[config.mk]
export PLATFORM = sky130hd
export DESIGN_NAME = free_range_table_allocator
export DESIGN_NICKNAME = d
export VERILOG_FILES = /design/src/sv/frta_pkg.sv /design/src/sv/frta_ram.sv /design/src/sv/free_range_table_allocator.sv
export SDC_FILE = /design/constraint.sdc
export NUM_CORES = 2
export LEC_CHECK = 0
export ABC_CLOCK_PERIOD_IN_PS = 21300
export BUFFER_PORTS_ARGS = -buffer_cell sky130_fd_sc_hd__buf_2
export CORE_MARGIN = 2
export CORE_UTILIZATION = 30
export CTS_BUF_LIST = sky130_fd_sc_hd__clkbuf_16
export CTS_CLUSTER_DIAMETER = 30
export CTS_CLUSTER_SIZE = 8
export DETAILED_ROUTE_END_ITERATION = 10
export GPL_ROUTABILITY_DRIVEN = 0
export SETUP_SLACK_MARGIN = 0.1
export SLEW_MARGIN = 10
export SYNTH_ARGS = -nofsm -noshare
export SYNTH_HDL_FRONTEND = slang
export SYNTH_SLANG_ARGS = --single-unit
export TNS_END_PERCENT = 20
[constraint.sdc]
create_clock -name clock -period 21.3 [get_ports clock]
set_input_delay 1.065 -clock clock [delete_from_list [all_inputs] [get_ports clock]]
set_output_delay 1.065 -clock clock [all_outputs]
set_load 0.03 [all_outputs]
[src/sv/frta_pkg.sv]
// ----------------------------------------------------------------------------
// frta_pkg
// Types, codes and page arithmetic shared by the free range table allocator.
// ----------------------------------------------------------------------------
package frta_pkg;

   localparam int PAGE_BITS = 12;
   localparam int PAGE_W    = 32 - PAGE_BITS;

   localparam logic [33:0]       PAGE_MASK  = (34'd1 << PAGE_BITS) - 34'd1;
   localparam logic [PAGE_W+1:0] PAGE_LIMIT = (PAGE_W+2)'(1) << PAGE_W;

   // item kinds
   localparam logic [1:0] KIND_ADD     = 2'd0;
   localparam logic [1:0] KIND_RESERVE = 2'd1;
   localparam logic [1:0] KIND_ALLOC   = 2'd2;
   localparam logic [1:0] KIND_UNUSED  = 2'd3;

   // result status codes
   localparam logic [1:0] ST_OK   = 2'd0;
   localparam logic [1:0] ST_MISS = 2'd1;
   localparam logic [1:0] ST_FULL = 2'd2;

   // configuration register indexes
   localparam logic CSR_WINDOW_START = 1'b0;
   localparam logic CSR_WINDOW_END   = 1'b1;

   typedef enum logic [3:0] {
      S_IDLE,
      S_PREP,
      S_RD,
      S_P1,
      S_P2,
      S_SPAN,
      S_END,
      S_FIN,
      S_DONE
   } state_type;

   typedef struct packed {
      logic [1:0]  kind;
      logic [31:0] base;
      logic [31:0] size;
      logic [4:0]  align_log2;
   } req_type;

   typedef struct packed {
      logic [31:0]     address;
      logic [1:0]      status;
      logic [PAGE_W:0] free_pages;
   } rsp_type;

   typedef struct packed {
      logic [PAGE_W-1:0] start_page;
      logic [PAGE_W:0]   page_count;
   } entry_type;

   typedef struct packed {
      logic [PAGE_W:0] first;
      logic [PAGE_W:0] last;
   } span_type;

   // widen a byte range to whole pages, end saturated at the top of the space
   function automatic span_type page_span(logic [31:0] base, logic [31:0] size);
      logic [32:0] end_v;
      logic [33:0] rnd;
      span_type    sp;
      end_v    = {1'b0, base} + {1'b0, size};
      rnd      = {1'b0, end_v} + PAGE_MASK;
      sp.first = {1'b0, base[31:PAGE_BITS]};
      if (rnd[33:PAGE_BITS] > PAGE_LIMIT) begin
         sp.last = PAGE_LIMIT[PAGE_W:0];
      end else begin
         sp.last = rnd[PAGE_BITS+PAGE_W:PAGE_BITS];
      end
      return sp;
   endfunction

endpackage

[src/sv/frta_ram.sv]
// ----------------------------------------------------------------------------
// frta_ram
// One bank of the range table: one write port, one registered read port.
// ----------------------------------------------------------------------------
module frta_ram #(
   parameter int DEPTH  = 32,
   parameter int ADDR_W = $clog2(DEPTH)
) (
   input  logic                clock,
   input  logic                wr_en,
   input  logic [ADDR_W-1:0]   wr_addr,
   input  frta_pkg::entry_type wr_data,
   input  logic                rd_en,
   input  logic [ADDR_W-1:0]   rd_addr,
   output frta_pkg::entry_type rd_data
);

   frta_pkg::entry_type mem [DEPTH];
   frta_pkg::entry_type rd_data_ff;

   always_ff @(posedge clock) begin
      if (wr_en) begin
         mem[wr_addr] <= wr_data;
      end
   end

   always_ff @(posedge clock) begin
      if (rd_en) begin
         rd_data_ff <= mem[rd_addr];
      end
   end

   assign rd_data = rd_data_ff;

endmodule

[src/sv/free_range_table_allocator.sv]
// ----------------------------------------------------------------------------
// free_range_table_allocator
// Sorted table of disjoint free page ranges with add, reserve and allocate.
// ----------------------------------------------------------------------------
// One item at a time. Each item not settled at set-up walks the table held
// in one of two banks, reading one entry per read cycle and writing the
// rebuilt table into the other bank; a successful item flips the banks, a
// failed one leaves the old bank in place, so a full or missed item never
// disturbs the table. In an add or reserve pass each entry is read, then
// consumed, with one more step when it gives two pieces (a reserve split, or
// an add placing the new range ahead of it); set-up comes before the pass
// and the finish after it. Allocate first runs a search pass in which each
// entry examined is read, clipped to the window and tested for fit, then
// widens the chosen candidate and runs a full reserve pass. The single read
// port of the source bank is why each entry needs its own read step.
// Reads and writes always go to different banks, so no forwarding is needed.
// The result waits in an output register and a new item may be taken while
// it does.
// ----------------------------------------------------------------------------
module free_range_table_allocator #(
   parameter int MAX_REGIONS = 32
) (
   input  logic              clock,
   input  logic              reset,
   input  logic              req_valid,
   output logic              req_stall,
   input  frta_pkg::req_type req_data,
   output logic              rsp_valid,
   input  logic              rsp_stall,
   output frta_pkg::rsp_type rsp_data,
   input  logic              csr_we,
   input  logic              csr_index,
   input  logic [31:0]       csr_wdata
);

   localparam int PW    = frta_pkg::PAGE_W;
   localparam int PB    = frta_pkg::PAGE_BITS;
   localparam int IDX_W = $clog2(MAX_REGIONS);
   localparam int CNT_W = $clog2(MAX_REGIONS + 2);
   localparam logic [CNT_W-1:0] CNT_MAX  = CNT_W'(MAX_REGIONS);
   localparam logic [CNT_W-1:0] CNT_OVER = CNT_W'(MAX_REGIONS + 1);

   frta_pkg::state_type state_ff, state_in;

   logic [31:0] win_start_ff, win_end_ff;

   // item held while it is worked on
   logic [1:0]  kind_ff, kind_in;
   logic [31:0] base_ff, base_in;
   logic [31:0] size_ff, size_in;
   logic [4:0]  lg_ff, lg_in;

   // pass state
   logic [PW:0]      b_ff, b_in, e_ff, e_in;
   logic             placed_ff, placed_in, hit_ff, hit_in, scan_ff, scan_in;
   logic [CNT_W-1:0] i_ff, i_in, j_ff, j_in;
   logic [PW:0]      sum_ff, sum_in;
   logic             pend_ff, pend_in;
   logic [PW:0]      pend_s_ff, pend_s_in, pend_t_ff, pend_t_in;
   logic [31:0]      rb_ff, rb_in, re_ff, re_in, cand_ff, cand_in;

   // table state
   logic             bank_ff, bank_in;
   logic [CNT_W-1:0] count_ff, count_in;
   logic [PW:0]      total_ff, total_in;

   // result
   logic [31:0]       res_addr_ff, res_addr_in;
   logic [1:0]        res_status_ff, res_status_in;
   logic              rsp_valid_ff, rsp_valid_in;
   frta_pkg::rsp_type rsp_data_ff, rsp_data_in;

   // memory side
   logic                rd_en, wr_en;
   logic [IDX_W-1:0]    rd_addr, wr_addr;
   frta_pkg::entry_type wr_entry, rd_data0, rd_data1, rd_entry;

   // push of one piece into the rebuilt table
   logic        push_en;
   logic [PW:0] push_s, push_t;

   // per entry values
   logic [PW:0]         s_x, t_x;
   logic [31:0]         lo_b, rb_v, re_v;
   logic [32:0]         hi_b, hi_c;
   logic [32:0]         amask, cand_v;
   logic                fit;
   frta_pkg::span_type  sp;
   frta_pkg::span_type  sp_cut;
   logic                cut_mode;

   frta_ram #(.DEPTH(MAX_REGIONS), .ADDR_W(IDX_W)) u_bank0 (
      .clock   (clock),
      .wr_en   (wr_en & bank_ff),
      .wr_addr (wr_addr),
      .wr_data (wr_entry),
      .rd_en   (rd_en & ~bank_ff),
      .rd_addr (rd_addr),
      .rd_data (rd_data0)
   );

   frta_ram #(.DEPTH(MAX_REGIONS), .ADDR_W(IDX_W)) u_bank1 (
      .clock   (clock),
      .wr_en   (wr_en & ~bank_ff),
      .wr_addr (wr_addr),
      .wr_data (wr_entry),
      .rd_en   (rd_en & bank_ff),
      .rd_addr (rd_addr),
      .rd_data (rd_data1)
   );

   assign rd_entry  = bank_ff ? rd_data1 : rd_data0;
   assign req_stall = (state_ff != frta_pkg::S_IDLE);
   assign rsp_valid = rsp_valid_ff;
   assign rsp_data  = rsp_data_ff;

   // entry bounds and window clipping
   always_comb begin
      s_x  = {1'b0, rd_entry.start_page};
      t_x  = s_x + rd_entry.page_count;
      lo_b = {rd_entry.start_page, PB'(0)};
      hi_b = {t_x, PB'(0)};
      rb_v = (lo_b < win_start_ff) ? win_start_ff : lo_b;
      rb_v = (rb_v > win_end_ff) ? win_end_ff : rb_v;
      hi_c = (hi_b < {1'b0, win_start_ff}) ? {1'b0, win_start_ff} : hi_b;
      re_v = (hi_c > {1'b0, win_end_ff}) ? win_end_ff : hi_c[31:0];
      amask  = (33'd1 << lg_ff) - 33'd1;
      cand_v = ({1'b0, rb_ff} + amask) & ~amask;
      fit    = (cand_v < {1'b0, re_ff}) && (({1'b0, re_ff} - cand_v) >= {1'b0, size_ff});
      sp     = frta_pkg::page_span(base_ff, size_ff);
      sp_cut = frta_pkg::page_span(cand_ff, size_ff);
      cut_mode = (kind_ff != frta_pkg::KIND_ADD);
   end

   always_ff @(posedge clock) begin
      if (reset) begin
         state_ff     <= frta_pkg::S_IDLE;
         win_start_ff <= 32'd0;
         win_end_ff   <= 32'd1048576;
         bank_ff      <= 1'b0;
         count_ff     <= '0;
         total_ff     <= '0;
         rsp_valid_ff <= 1'b0;
         pend_ff      <= 1'b0;
      end else begin
         state_ff     <= state_in;
         bank_ff      <= bank_in;
         count_ff     <= count_in;
         total_ff     <= total_in;
         rsp_valid_ff <= rsp_valid_in;
         pend_ff      <= pend_in;
         if (csr_we) begin
            if (csr_index == frta_pkg::CSR_WINDOW_START) begin
               win_start_ff <= csr_wdata;
            end else begin
               win_end_ff <= csr_wdata;
            end
         end
      end
   end

   always_ff @(posedge clock) begin
      kind_ff       <= kind_in;
      base_ff       <= base_in;
      size_ff       <= size_in;
      lg_ff         <= lg_in;
      b_ff          <= b_in;
      e_ff          <= e_in;
      placed_ff     <= placed_in;
      hit_ff        <= hit_in;
      scan_ff       <= scan_in;
      i_ff          <= i_in;
      j_ff          <= j_in;
      sum_ff        <= sum_in;
      pend_s_ff     <= pend_s_in;
      pend_t_ff     <= pend_t_in;
      rb_ff         <= rb_in;
      re_ff         <= re_in;
      cand_ff       <= cand_in;
      res_addr_ff   <= res_addr_in;
      res_status_ff <= res_status_in;
      rsp_data_ff   <= rsp_data_in;
   end

   // sequencer
   always_comb begin
      state_in      = state_ff;
      kind_in       = kind_ff;
      base_in       = base_ff;
      size_in       = size_ff;
      lg_in         = lg_ff;
      b_in          = b_ff;
      e_in          = e_ff;
      placed_in     = placed_ff;
      hit_in        = hit_ff;
      scan_in       = scan_ff;
      i_in          = i_ff;
      j_in          = j_ff;
      sum_in        = sum_ff;
      pend_in       = pend_ff;
      pend_s_in     = pend_s_ff;
      pend_t_in     = pend_t_ff;
      rb_in         = rb_ff;
      re_in         = re_ff;
      cand_in       = cand_ff;
      bank_in       = bank_ff;
      count_in      = count_ff;
      total_in      = total_ff;
      res_addr_in   = res_addr_ff;
      res_status_in = res_status_ff;
      rsp_valid_in  = rsp_valid_ff;
      rsp_data_in   = rsp_data_ff;
      rd_en         = 1'b0;
      rd_addr       = i_ff[IDX_W-1:0];
      push_en       = 1'b0;
      push_s        = s_x;
      push_t        = t_x;

      // drop the result once it has been taken
      if (rsp_valid_ff && !rsp_stall) begin
         rsp_valid_in = 1'b0;
      end

      case (state_ff)
         frta_pkg::S_IDLE: begin
            if (req_valid) begin
               kind_in  = req_data.kind;
               base_in  = req_data.base;
               size_in  = req_data.size;
               lg_in    = req_data.align_log2;
               state_in = frta_pkg::S_PREP;
            end
         end
         frta_pkg::S_PREP: begin
            res_addr_in = 32'd0;
            i_in        = '0;
            j_in        = '0;
            sum_in      = '0;
            placed_in   = 1'b0;
            hit_in      = 1'b0;
            pend_in     = 1'b0;
            scan_in     = 1'b0;
            b_in        = sp.first;
            e_in        = sp.last;
            case (kind_ff)
               frta_pkg::KIND_ADD: begin
                  if (sp.first >= sp.last) begin
                     res_status_in = frta_pkg::ST_OK;
                     state_in      = frta_pkg::S_DONE;
                  end else begin
                     state_in = frta_pkg::S_RD;
                  end
               end
               frta_pkg::KIND_RESERVE: begin
                  if (sp.first >= sp.last) begin
                     res_status_in = frta_pkg::ST_MISS;
                     state_in      = frta_pkg::S_DONE;
                  end else begin
                     state_in = frta_pkg::S_RD;
                  end
               end
               frta_pkg::KIND_ALLOC: begin
                  if (size_ff == 32'd0) begin
                     res_status_in = frta_pkg::ST_MISS;
                     state_in      = frta_pkg::S_DONE;
                  end else begin
                     scan_in  = 1'b1;
                     state_in = frta_pkg::S_RD;
                  end
               end
               default: begin
                  res_status_in = frta_pkg::ST_MISS;
                  state_in      = frta_pkg::S_DONE;
               end
            endcase
         end
         frta_pkg::S_RD: begin
            if (i_ff == count_ff) begin
               state_in = scan_ff ? frta_pkg::S_FIN : frta_pkg::S_END;
            end else begin
               rd_en    = 1'b1;
               state_in = frta_pkg::S_P1;
            end
         end
         frta_pkg::S_P1: begin
            if (scan_ff) begin
               rb_in    = rb_v;
               re_in    = re_v;
               state_in = frta_pkg::S_P2;
            end else begin
               i_in     = i_ff + CNT_W'(1);
               state_in = frta_pkg::S_RD;
               if (!cut_mode) begin
                  if (t_x < b_ff) begin
                     push_en = 1'b1;
                  end else if (s_x > e_ff) begin
                     push_en = 1'b1;
                     if (!placed_ff) begin
                        // new range goes ahead of this entry
                        push_s    = b_ff;
                        push_t    = e_ff;
                        placed_in = 1'b1;
                        pend_in   = 1'b1;
                        pend_s_in = s_x;
                        pend_t_in = t_x;
                        state_in  = frta_pkg::S_P2;
                     end
                  end else begin
                     // overlapping or touching: absorb into the new range
                     if (s_x < b_ff) b_in = s_x;
                     if (t_x > e_ff) e_in = t_x;
                  end
               end else begin
                  if (t_x <= b_ff || s_x >= e_ff) begin
                     push_en = 1'b1;
                  end else begin
                     hit_in = 1'b1;
                     if (s_x < b_ff) begin
                        push_en = 1'b1;
                        push_t  = b_ff;
                        if (t_x > e_ff) begin
                           pend_in   = 1'b1;
                           pend_s_in = e_ff;
                           pend_t_in = t_x;
                           state_in  = frta_pkg::S_P2;
                        end
                     end else if (t_x > e_ff) begin
                        push_en = 1'b1;
                        push_s  = e_ff;
                     end
                  end
               end
            end
         end
         frta_pkg::S_P2: begin
            if (scan_ff) begin
               if (fit) begin
                  cand_in  = cand_v[31:0];
                  state_in = frta_pkg::S_SPAN;
               end else begin
                  i_in     = i_ff + CNT_W'(1);
                  state_in = frta_pkg::S_RD;
               end
            end else begin
               push_en  = pend_ff;
               push_s   = pend_s_ff;
               push_t   = pend_t_ff;
               pend_in  = 1'b0;
               state_in = frta_pkg::S_RD;
            end
         end
         frta_pkg::S_SPAN: begin
            // reserve the pages under the chosen candidate
            b_in     = sp_cut.first;
            e_in     = sp_cut.last;
            scan_in  = 1'b0;
            i_in     = '0;
            j_in     = '0;
            sum_in   = '0;
            hit_in   = 1'b0;
            pend_in  = 1'b0;
            state_in = frta_pkg::S_RD;
         end
         frta_pkg::S_END: begin
            if (!cut_mode && !placed_ff) begin
               push_en = 1'b1;
               push_s  = b_ff;
               push_t  = e_ff;
            end
            state_in = frta_pkg::S_FIN;
         end
         frta_pkg::S_FIN: begin
            res_addr_in = 32'd0;
            if (scan_ff) begin
               res_status_in = frta_pkg::ST_MISS;
            end else if (j_ff == CNT_OVER) begin
               res_status_in = frta_pkg::ST_FULL;
            end else if (cut_mode && !hit_ff) begin
               res_status_in = frta_pkg::ST_MISS;
            end else begin
               res_status_in = frta_pkg::ST_OK;
               bank_in       = ~bank_ff;
               count_in      = j_ff;
               total_in      = sum_ff;
               if (kind_ff == frta_pkg::KIND_RESERVE) begin
                  res_addr_in = {b_ff[PW-1:0], PB'(0)};
               end else if (kind_ff == frta_pkg::KIND_ALLOC) begin
                  res_addr_in = cand_ff;
               end
            end
            state_in = frta_pkg::S_DONE;
         end
         frta_pkg::S_DONE: begin
            if (!rsp_valid_ff || !rsp_stall) begin
               rsp_valid_in           = 1'b1;
               rsp_data_in.address    = res_addr_ff;
               rsp_data_in.status     = res_status_ff;
               rsp_data_in.free_pages = total_ff;
               state_in               = frta_pkg::S_IDLE;
            end
         end
         default: begin
            state_in = frta_pkg::S_IDLE;
         end
      endcase

      // append one piece to the rebuilt table; count past the end saturates
      wr_en    = push_en && (j_ff < CNT_MAX);
      wr_addr  = j_ff[IDX_W-1:0];
      wr_entry.start_page = push_s[PW-1:0];
      wr_entry.page_count = push_t - push_s;
      if (push_en) begin
         sum_in = sum_ff + (push_t - push_s);
         if (j_ff != CNT_OVER) begin
            j_in = j_ff + CNT_W'(1);
         end
      end
   end

`ifndef SYNTHESIS
   a_count_bound: assert property (@(posedge clock) disable iff (reset)
      count_ff <= CNT_MAX)
      else $error("table count beyond capacity");

   a_empty_total: assert property (@(posedge clock) disable iff (reset)
      (count_ff == '0) |-> (total_ff == '0))
      else $error("empty table holds pages");

   a_filled_total: assert property (@(posedge clock) disable iff (reset)
      (count_ff != '0) |-> (total_ff != '0))
      else $error("filled table holds no pages");

   a_take_prep: assert property (@(posedge clock) disable iff (reset)
      (req_valid && !req_stall) |=> (state_ff == frta_pkg::S_PREP))
      else $error("transfer not followed by set-up");
`endif

endmodule
# Yosys cells after proc, flatten, opt, wreduce, memory -nomap -nowiden
# Memory sizes are Yosys's and may differ from the RTL's. A register that Yosys moved wholly into a read port is not among the register bits.
# Cells that the tools add are included.
# totals
regBits	474
mem_bits_rw	2624
input_bits	109
word_cells	291
memories	2
# op_classes
n_addsub	12
magnitude_cmp	16
n_eq_ne	41
shifts	1
muxes	135
n_bitwise	11
n_reduce_logical	43
# memory_table
memory	depth	word_bits	rd	rd_clocked_by_memory_dff	wr	line	text
u_bank0.mem	32	41	1	1	1	frta_ram.sv:18	frta_pkg::entry_type mem [DEPTH];
u_bank1.mem	32	41	1	1	1	frta_ram.sv:18	
# op_table
op	n
21-bit 2-to-1 mux	46
32-bit 2-to-1 mux	8
21-bit case mux with 3 select lines	4
33-bit by 12-bit adder with 34-bit output (second input constant)	2
32-bit by 32-bit adder with 33-bit output	2
33-bit by 32-bit less-than comparator with 1-bit output	2
32-bit case mux with 2 select lines	1
22-bit by 21-bit greater-than comparator with 1-bit output (second input constant)	2
20-bit by 21-bit greater-or-equal comparator with 1-bit output	2
41-bit 2-to-1 mux	1
1-bit 2-to-1 mux	38
6-bit 2-to-1 mux	6
4-bit case mux with 9 select lines	1
32-bit by 33-bit adder with 33-bit output	1
33-bit bitwise AND	1
33-bit by 32-bit greater-or-equal comparator with 1-bit output	1
33-bit by 32-bit greater-than comparator with 1-bit output	1
33-bit 2-to-1 mux	1
33-bit NOT	1
1-bit by 5-bit << shifter with 33-bit output (first input constant)	1
32-bit by 33-bit subtractor with 33-bit output	1
33-bit by 1-bit subtractor with 33-bit output (second input constant)	1
32-bit greater-than comparator	1
32-bit logical NOT	1
50 further kinds	133

# Longest topological paths before layout
# logic_depth
depth_word	13
ltp_mapped	53

# Cells and area by module
# Synthesis repeated with hierarchy kept, for this count alone.
# unflattened
hier_cells	9755
hier_area_um2	141164.1
# modules_own_cells
mod	instances	cells_per_inst	area_per_inst_um2	seq_area_each_um2
frta_ram (u_bank0)	1	2883	52213.8	40629.0
frta_ram (u_bank1)	1	2883	52210.1	40629.0
free_range_table_allocator	1	3989	36740.2	13162.6

# Worst setup path before layout
# No wires, ideal clock.
# synth_timing
path_kind	register to register
start	register bank_ff
end	register sum_ff[20], data pin
setup_ps	266
t_arrival_ps	15302
required_time_ps	21034
path_slack_ps	5732
stages_incl_launch_ff	46
synth_period_minus_slack_ps	15568
cell_sequence	dfxtp_1 -> buf_1 -> clkbuf_1 -> buf_1 -> clkbuf_1 -> mux2_2 -> ha_1 -> fa_1 -> a21oi_1 -> a2bb2oi_1 -> a21oi_1 -> a31oi_1 -> o21bai_1 -> a21oi_1 -> xnor2_1 -> ha_1 -> a211oi_1 -> o221ai_1 -> [10 not listed] -> inv_1 -> fa_1 -> a21oi_1 -> o21bai_1 -> xor2_1 -> ha_1 -> nand3_1 -> o211ai_1 -> o41ai_1 -> o2111ai_1 -> a31oi_1 -> nor2b_1 -> o21a_1 -> or4_1 -> a211o_1 -> o211ai_1 -> xnor3_1 -> nor2_1
# synth_rtl
item	line	text
start, declared	free_range_table_allocator.sv:63	logic bank_ff, bank_in;
start signal, assigned	free_range_table_allocator.sv:147	bank_ff <= bank_in;
end signal, assigned	free_range_table_allocator.sv:174	sum_ff <= sum_in;
end, declared	free_range_table_allocator.sv:57	logic [PW:0] sum_ff, sum_in;

==> metrics.txt <==
top cells by area, synth=edfxtp_1 67%, mux4_2 13%, ha_1 4.5%; sequential-to-total area share from yosys stat=68.2%; number of vias per cell=5.36; final max-slew violation count=0; Core Region=0.460 mm²; synthesized instance count=7818; Crit Path Class=register to register; Sum Neg Setup Slack=0 ns; Remaining DRCs=0; R2R Setup Slk=7.91 ns; peak supply drop=0.000345 V; CTS Buf Count=578; run status=finished clean; final setup vio count=0; final core occ=36.1%; global-route wire length before repair=591000 µm; Async S/R FF share, synth=0%; Die Y-Extent=683 µm; design area=0.166 mm²; hold crit path type=primary input to register; Hold-fix buffers, CTS=0; critical path required time=22.10 ns; violation count after the first detailed-route iteration=10200; CTS clk-pin slew, worst paths=0.05 ns; FILL cells=42200; # rows=249; CTS HTree Levels=6; Max-Cap Viols=0; Post-DRT Antenna Nets=0; Worst Clk Skew=0.0898 ns; P_leak=55.9 nW; min Tclk post-route=13.39 ns; layout cell share with drive strength beyond 1=26.4%; fin nets=9049; pwr/cell area=175 mW/mm²; CTS Sinks=3179; Max Clk Rate=74.7 MHz; DRT Pass-1 Iters=10; total track usage=17.3%; via count=80200; area leader, netlist=edfxtp_1; crit-path max cell delay=0.55 ns; vias in the first global route=80400; CTS tree=built; RSZ-0062 raised after global routing=no; Main synth FF type=edfxtp_1; WL/cell=28.0 µm; critical path launch point type=register; Slew headroom=22.0%; DP Worst Slack=8.04 ns; Avg Cell Area, Syn=17.7 µm²; Cell variety after synth=102; worst setup margin=7.91 ns; Synth-to-Final Area Change=19.9%; EDFF count, synth=3075; final worst-path cycle share=62.9%; Clock Path Buffers=4; YS warnings=0; initial antenna violation count=30; #FFs+latches synth=3179; CTS Root Cell=clkbuf_16; Synth Net Count=8430; CP endpoint kind=register; initial core utilization=30.1%; CP max FO=65; die width=683 µm; area share of the largest cell type after synthesis=66.7%; largest net degree at the start of global routing=129; Arr. time, crit path=14.19 ns; Post-Synthesis Cell Area=0.138 mm²; io pins=166; Post-CTS Setup Inserts=0; Post-DP HPWL=250000 µm; # port buffers=165; Routed WL=419000 µm; Hold Violations, Final=0; Worst-Margin Slew=1.17 ns; GRT overflow=0; cts repair resizes=0; DIE AREA=0.467 mm²; Critical-path top delay cell=nand2b_1; Placed Area=0.148 mm²; Worst-Skew Late Latency=0.95 ns
[through the flow]
step	hold WS (ns)	instances	power (mW)
2_1_floorplan	0.400	7818	16.9
3_3_place_gp	0.401	14000	20.2
3_5_place_dp	0.405	14000	20.6
4_1_cts	0.292	15000	29.0
5_1_grt	0.318	15000	30.3
6_report	0.344	15000	29.1
[layout by cell type (no fill, tap or decap), types with 20 or more instances in the layout]
| master | Yosys | routed |
|---|---|---|
| a21o_1 | 93 | 93 |
| nor2_1 | 313 | 243 |
| mux4_2 | 820 | 820 |
| mux2_2 | 203 | 203 |
| a221o_1 | 27 | 27 |
| nor4_1 | 25 | 22 |
| o21a_1 | 44 | 39 |
| a211oi_1 | 24 | 24 |
| buf_2 | 5 | 164 |
| o21ai_0 | 196 | 194 |
| a22oi_1 | 41 | 41 |
| clkinv_1 | 0 | 94 |
| and3_1 | 30 | 29 |
| nor3_1 | 69 | 64 |
| dfxtp_1 | 104 | 103 |
| nand2_1 | 453 | 452 |
| a221oi_1 | 21 | 21 |
| mux2i_1 | 38 | 38 |
| edfxtp_1 | 3075 | 3075 |
| clkinvlp_4 | 0 | 23 |
| nand2b_1 | 59 | 58 |
| nor2_4 | 0 | 66 |
| bufinv_16 | 0 | 37 |
| a21oi_1 | 314 | 312 |
| a31oi_1 | 27 | 26 |
| o21bai_1 | 20 | 20 |
| ha_1 | 498 | 498 |
| xnor2_1 | 85 | 72 |
| clkinv_2 | 0 | 47 |
| buf_4 | 1 | 201 |
| nand3_1 | 69 | 69 |
| inv_1 | 302 | 400 |
| nand4_1 | 50 | 50 |
| clkbuf_16 | 0 | 587 |
| o211ai_1 | 32 | 32 |
| xor2_1 | 62 | 57 |
| nor2b_1 | 51 | 48 |
| and2_1 | 53 | 53 |
[critical path: cells and delay by family (launching register included)]
family	cells	cell delay [ns]
XOR/XNOR	3	0.51
AND/OR/NAND/NOR	15	2.63
flip-flops	1	0.30
buffers and inverters	5	1.98
multiplexers	1	0.51
AO/OA/AOI/OAI	22	5.51
adder cells (fa/ha/maj)	5	1.68
[worst paths after layout]
| path | start | endpoint | depth (start not counted) |
|---|---|---|---|
| setup / recovery | bank_ff | sum_ff[20] | 51 |
| hold / removal | req_data[68] | base_ff[31] | 1 |
| setup reg to reg | bank_ff | sum_ff[20] | 51 |
| hold reg to reg | res_addr_ff[5] | rsp_data[28] | 0 |
[layer usage]
layer,part of all wire (%),track usage (%),vias to the layer above
met5,0.026,0,-
met2,47,28.0,4345
met4,3.6,5.93,16
met1,40,23.1,42100
li1,-,-,33000
met3,9.0,3.78,791
[flip-flops by register name, summed over array words and instances (netlist names), 41 cells and up]
| signal | cells |
|---|---|
| u_bank0.rd_data | 41 |
| rsp_data | 55 |
| u_bank1.rd_data | 41 |
| u_bank0.mem | 1312 |
| u_bank1.mem | 1312 |
[cell type report]
type / count / area [µm²] / area share [%]
flip-flops and latches: 3179 / 94400 / 56.9
inverters: 302 / 1130 / 0.683
clock inverters: 358 / 3050 / 1.84
clock buffers: 587 / 14700 / 8.85
diodes: 12 / 30.0 / 0.0181
well taps: 6149 / 7690 / 4.63
repair buffers: 372 / 2480 / 1.49
multi-input cells: 4004 / 42500 / 25.6
[cells in the mapped netlist (all sizes together) (44+ instances only)]
cell / number
a21o: 93
a21oi: 317
and2: 53
buf: 85
clkbuf: 248
dfxtp: 104
edfxtp: 3075
ha: 498
inv: 302
mux2: 204
mux4: 820
nand2: 453
nand2b: 59
nand3: 69
nand4: 50
nor2: 313
nor2b: 51
nor3: 70
o21a: 44
o21ai: 201
xnor2: 85
xor2: 62
[kinds of logic after synthesis]
logic type / Yosys count / synth area share (%)
buffers and inverters: 635 / 1.74
and+or+nand+nor: 1251 / 4.24
DFF: 3179 / 68.2
xor gates and xnor gates: 148 / 0.946
muxes: 1063 / 15.3
AOI/OAI and AO/OA: 1038 / 4.99
other: 1 / 0.00271
adders and majority gates: 503 / 4.57
[power by group]
part / switching, mW / internal (mW)
combinational: 7.04 / 3.28
sequential: 0.217 / 10.1
clock: 3.01 / 5.39
total: 10.3 / 18.8
Power figures use the tool's default switching activity.
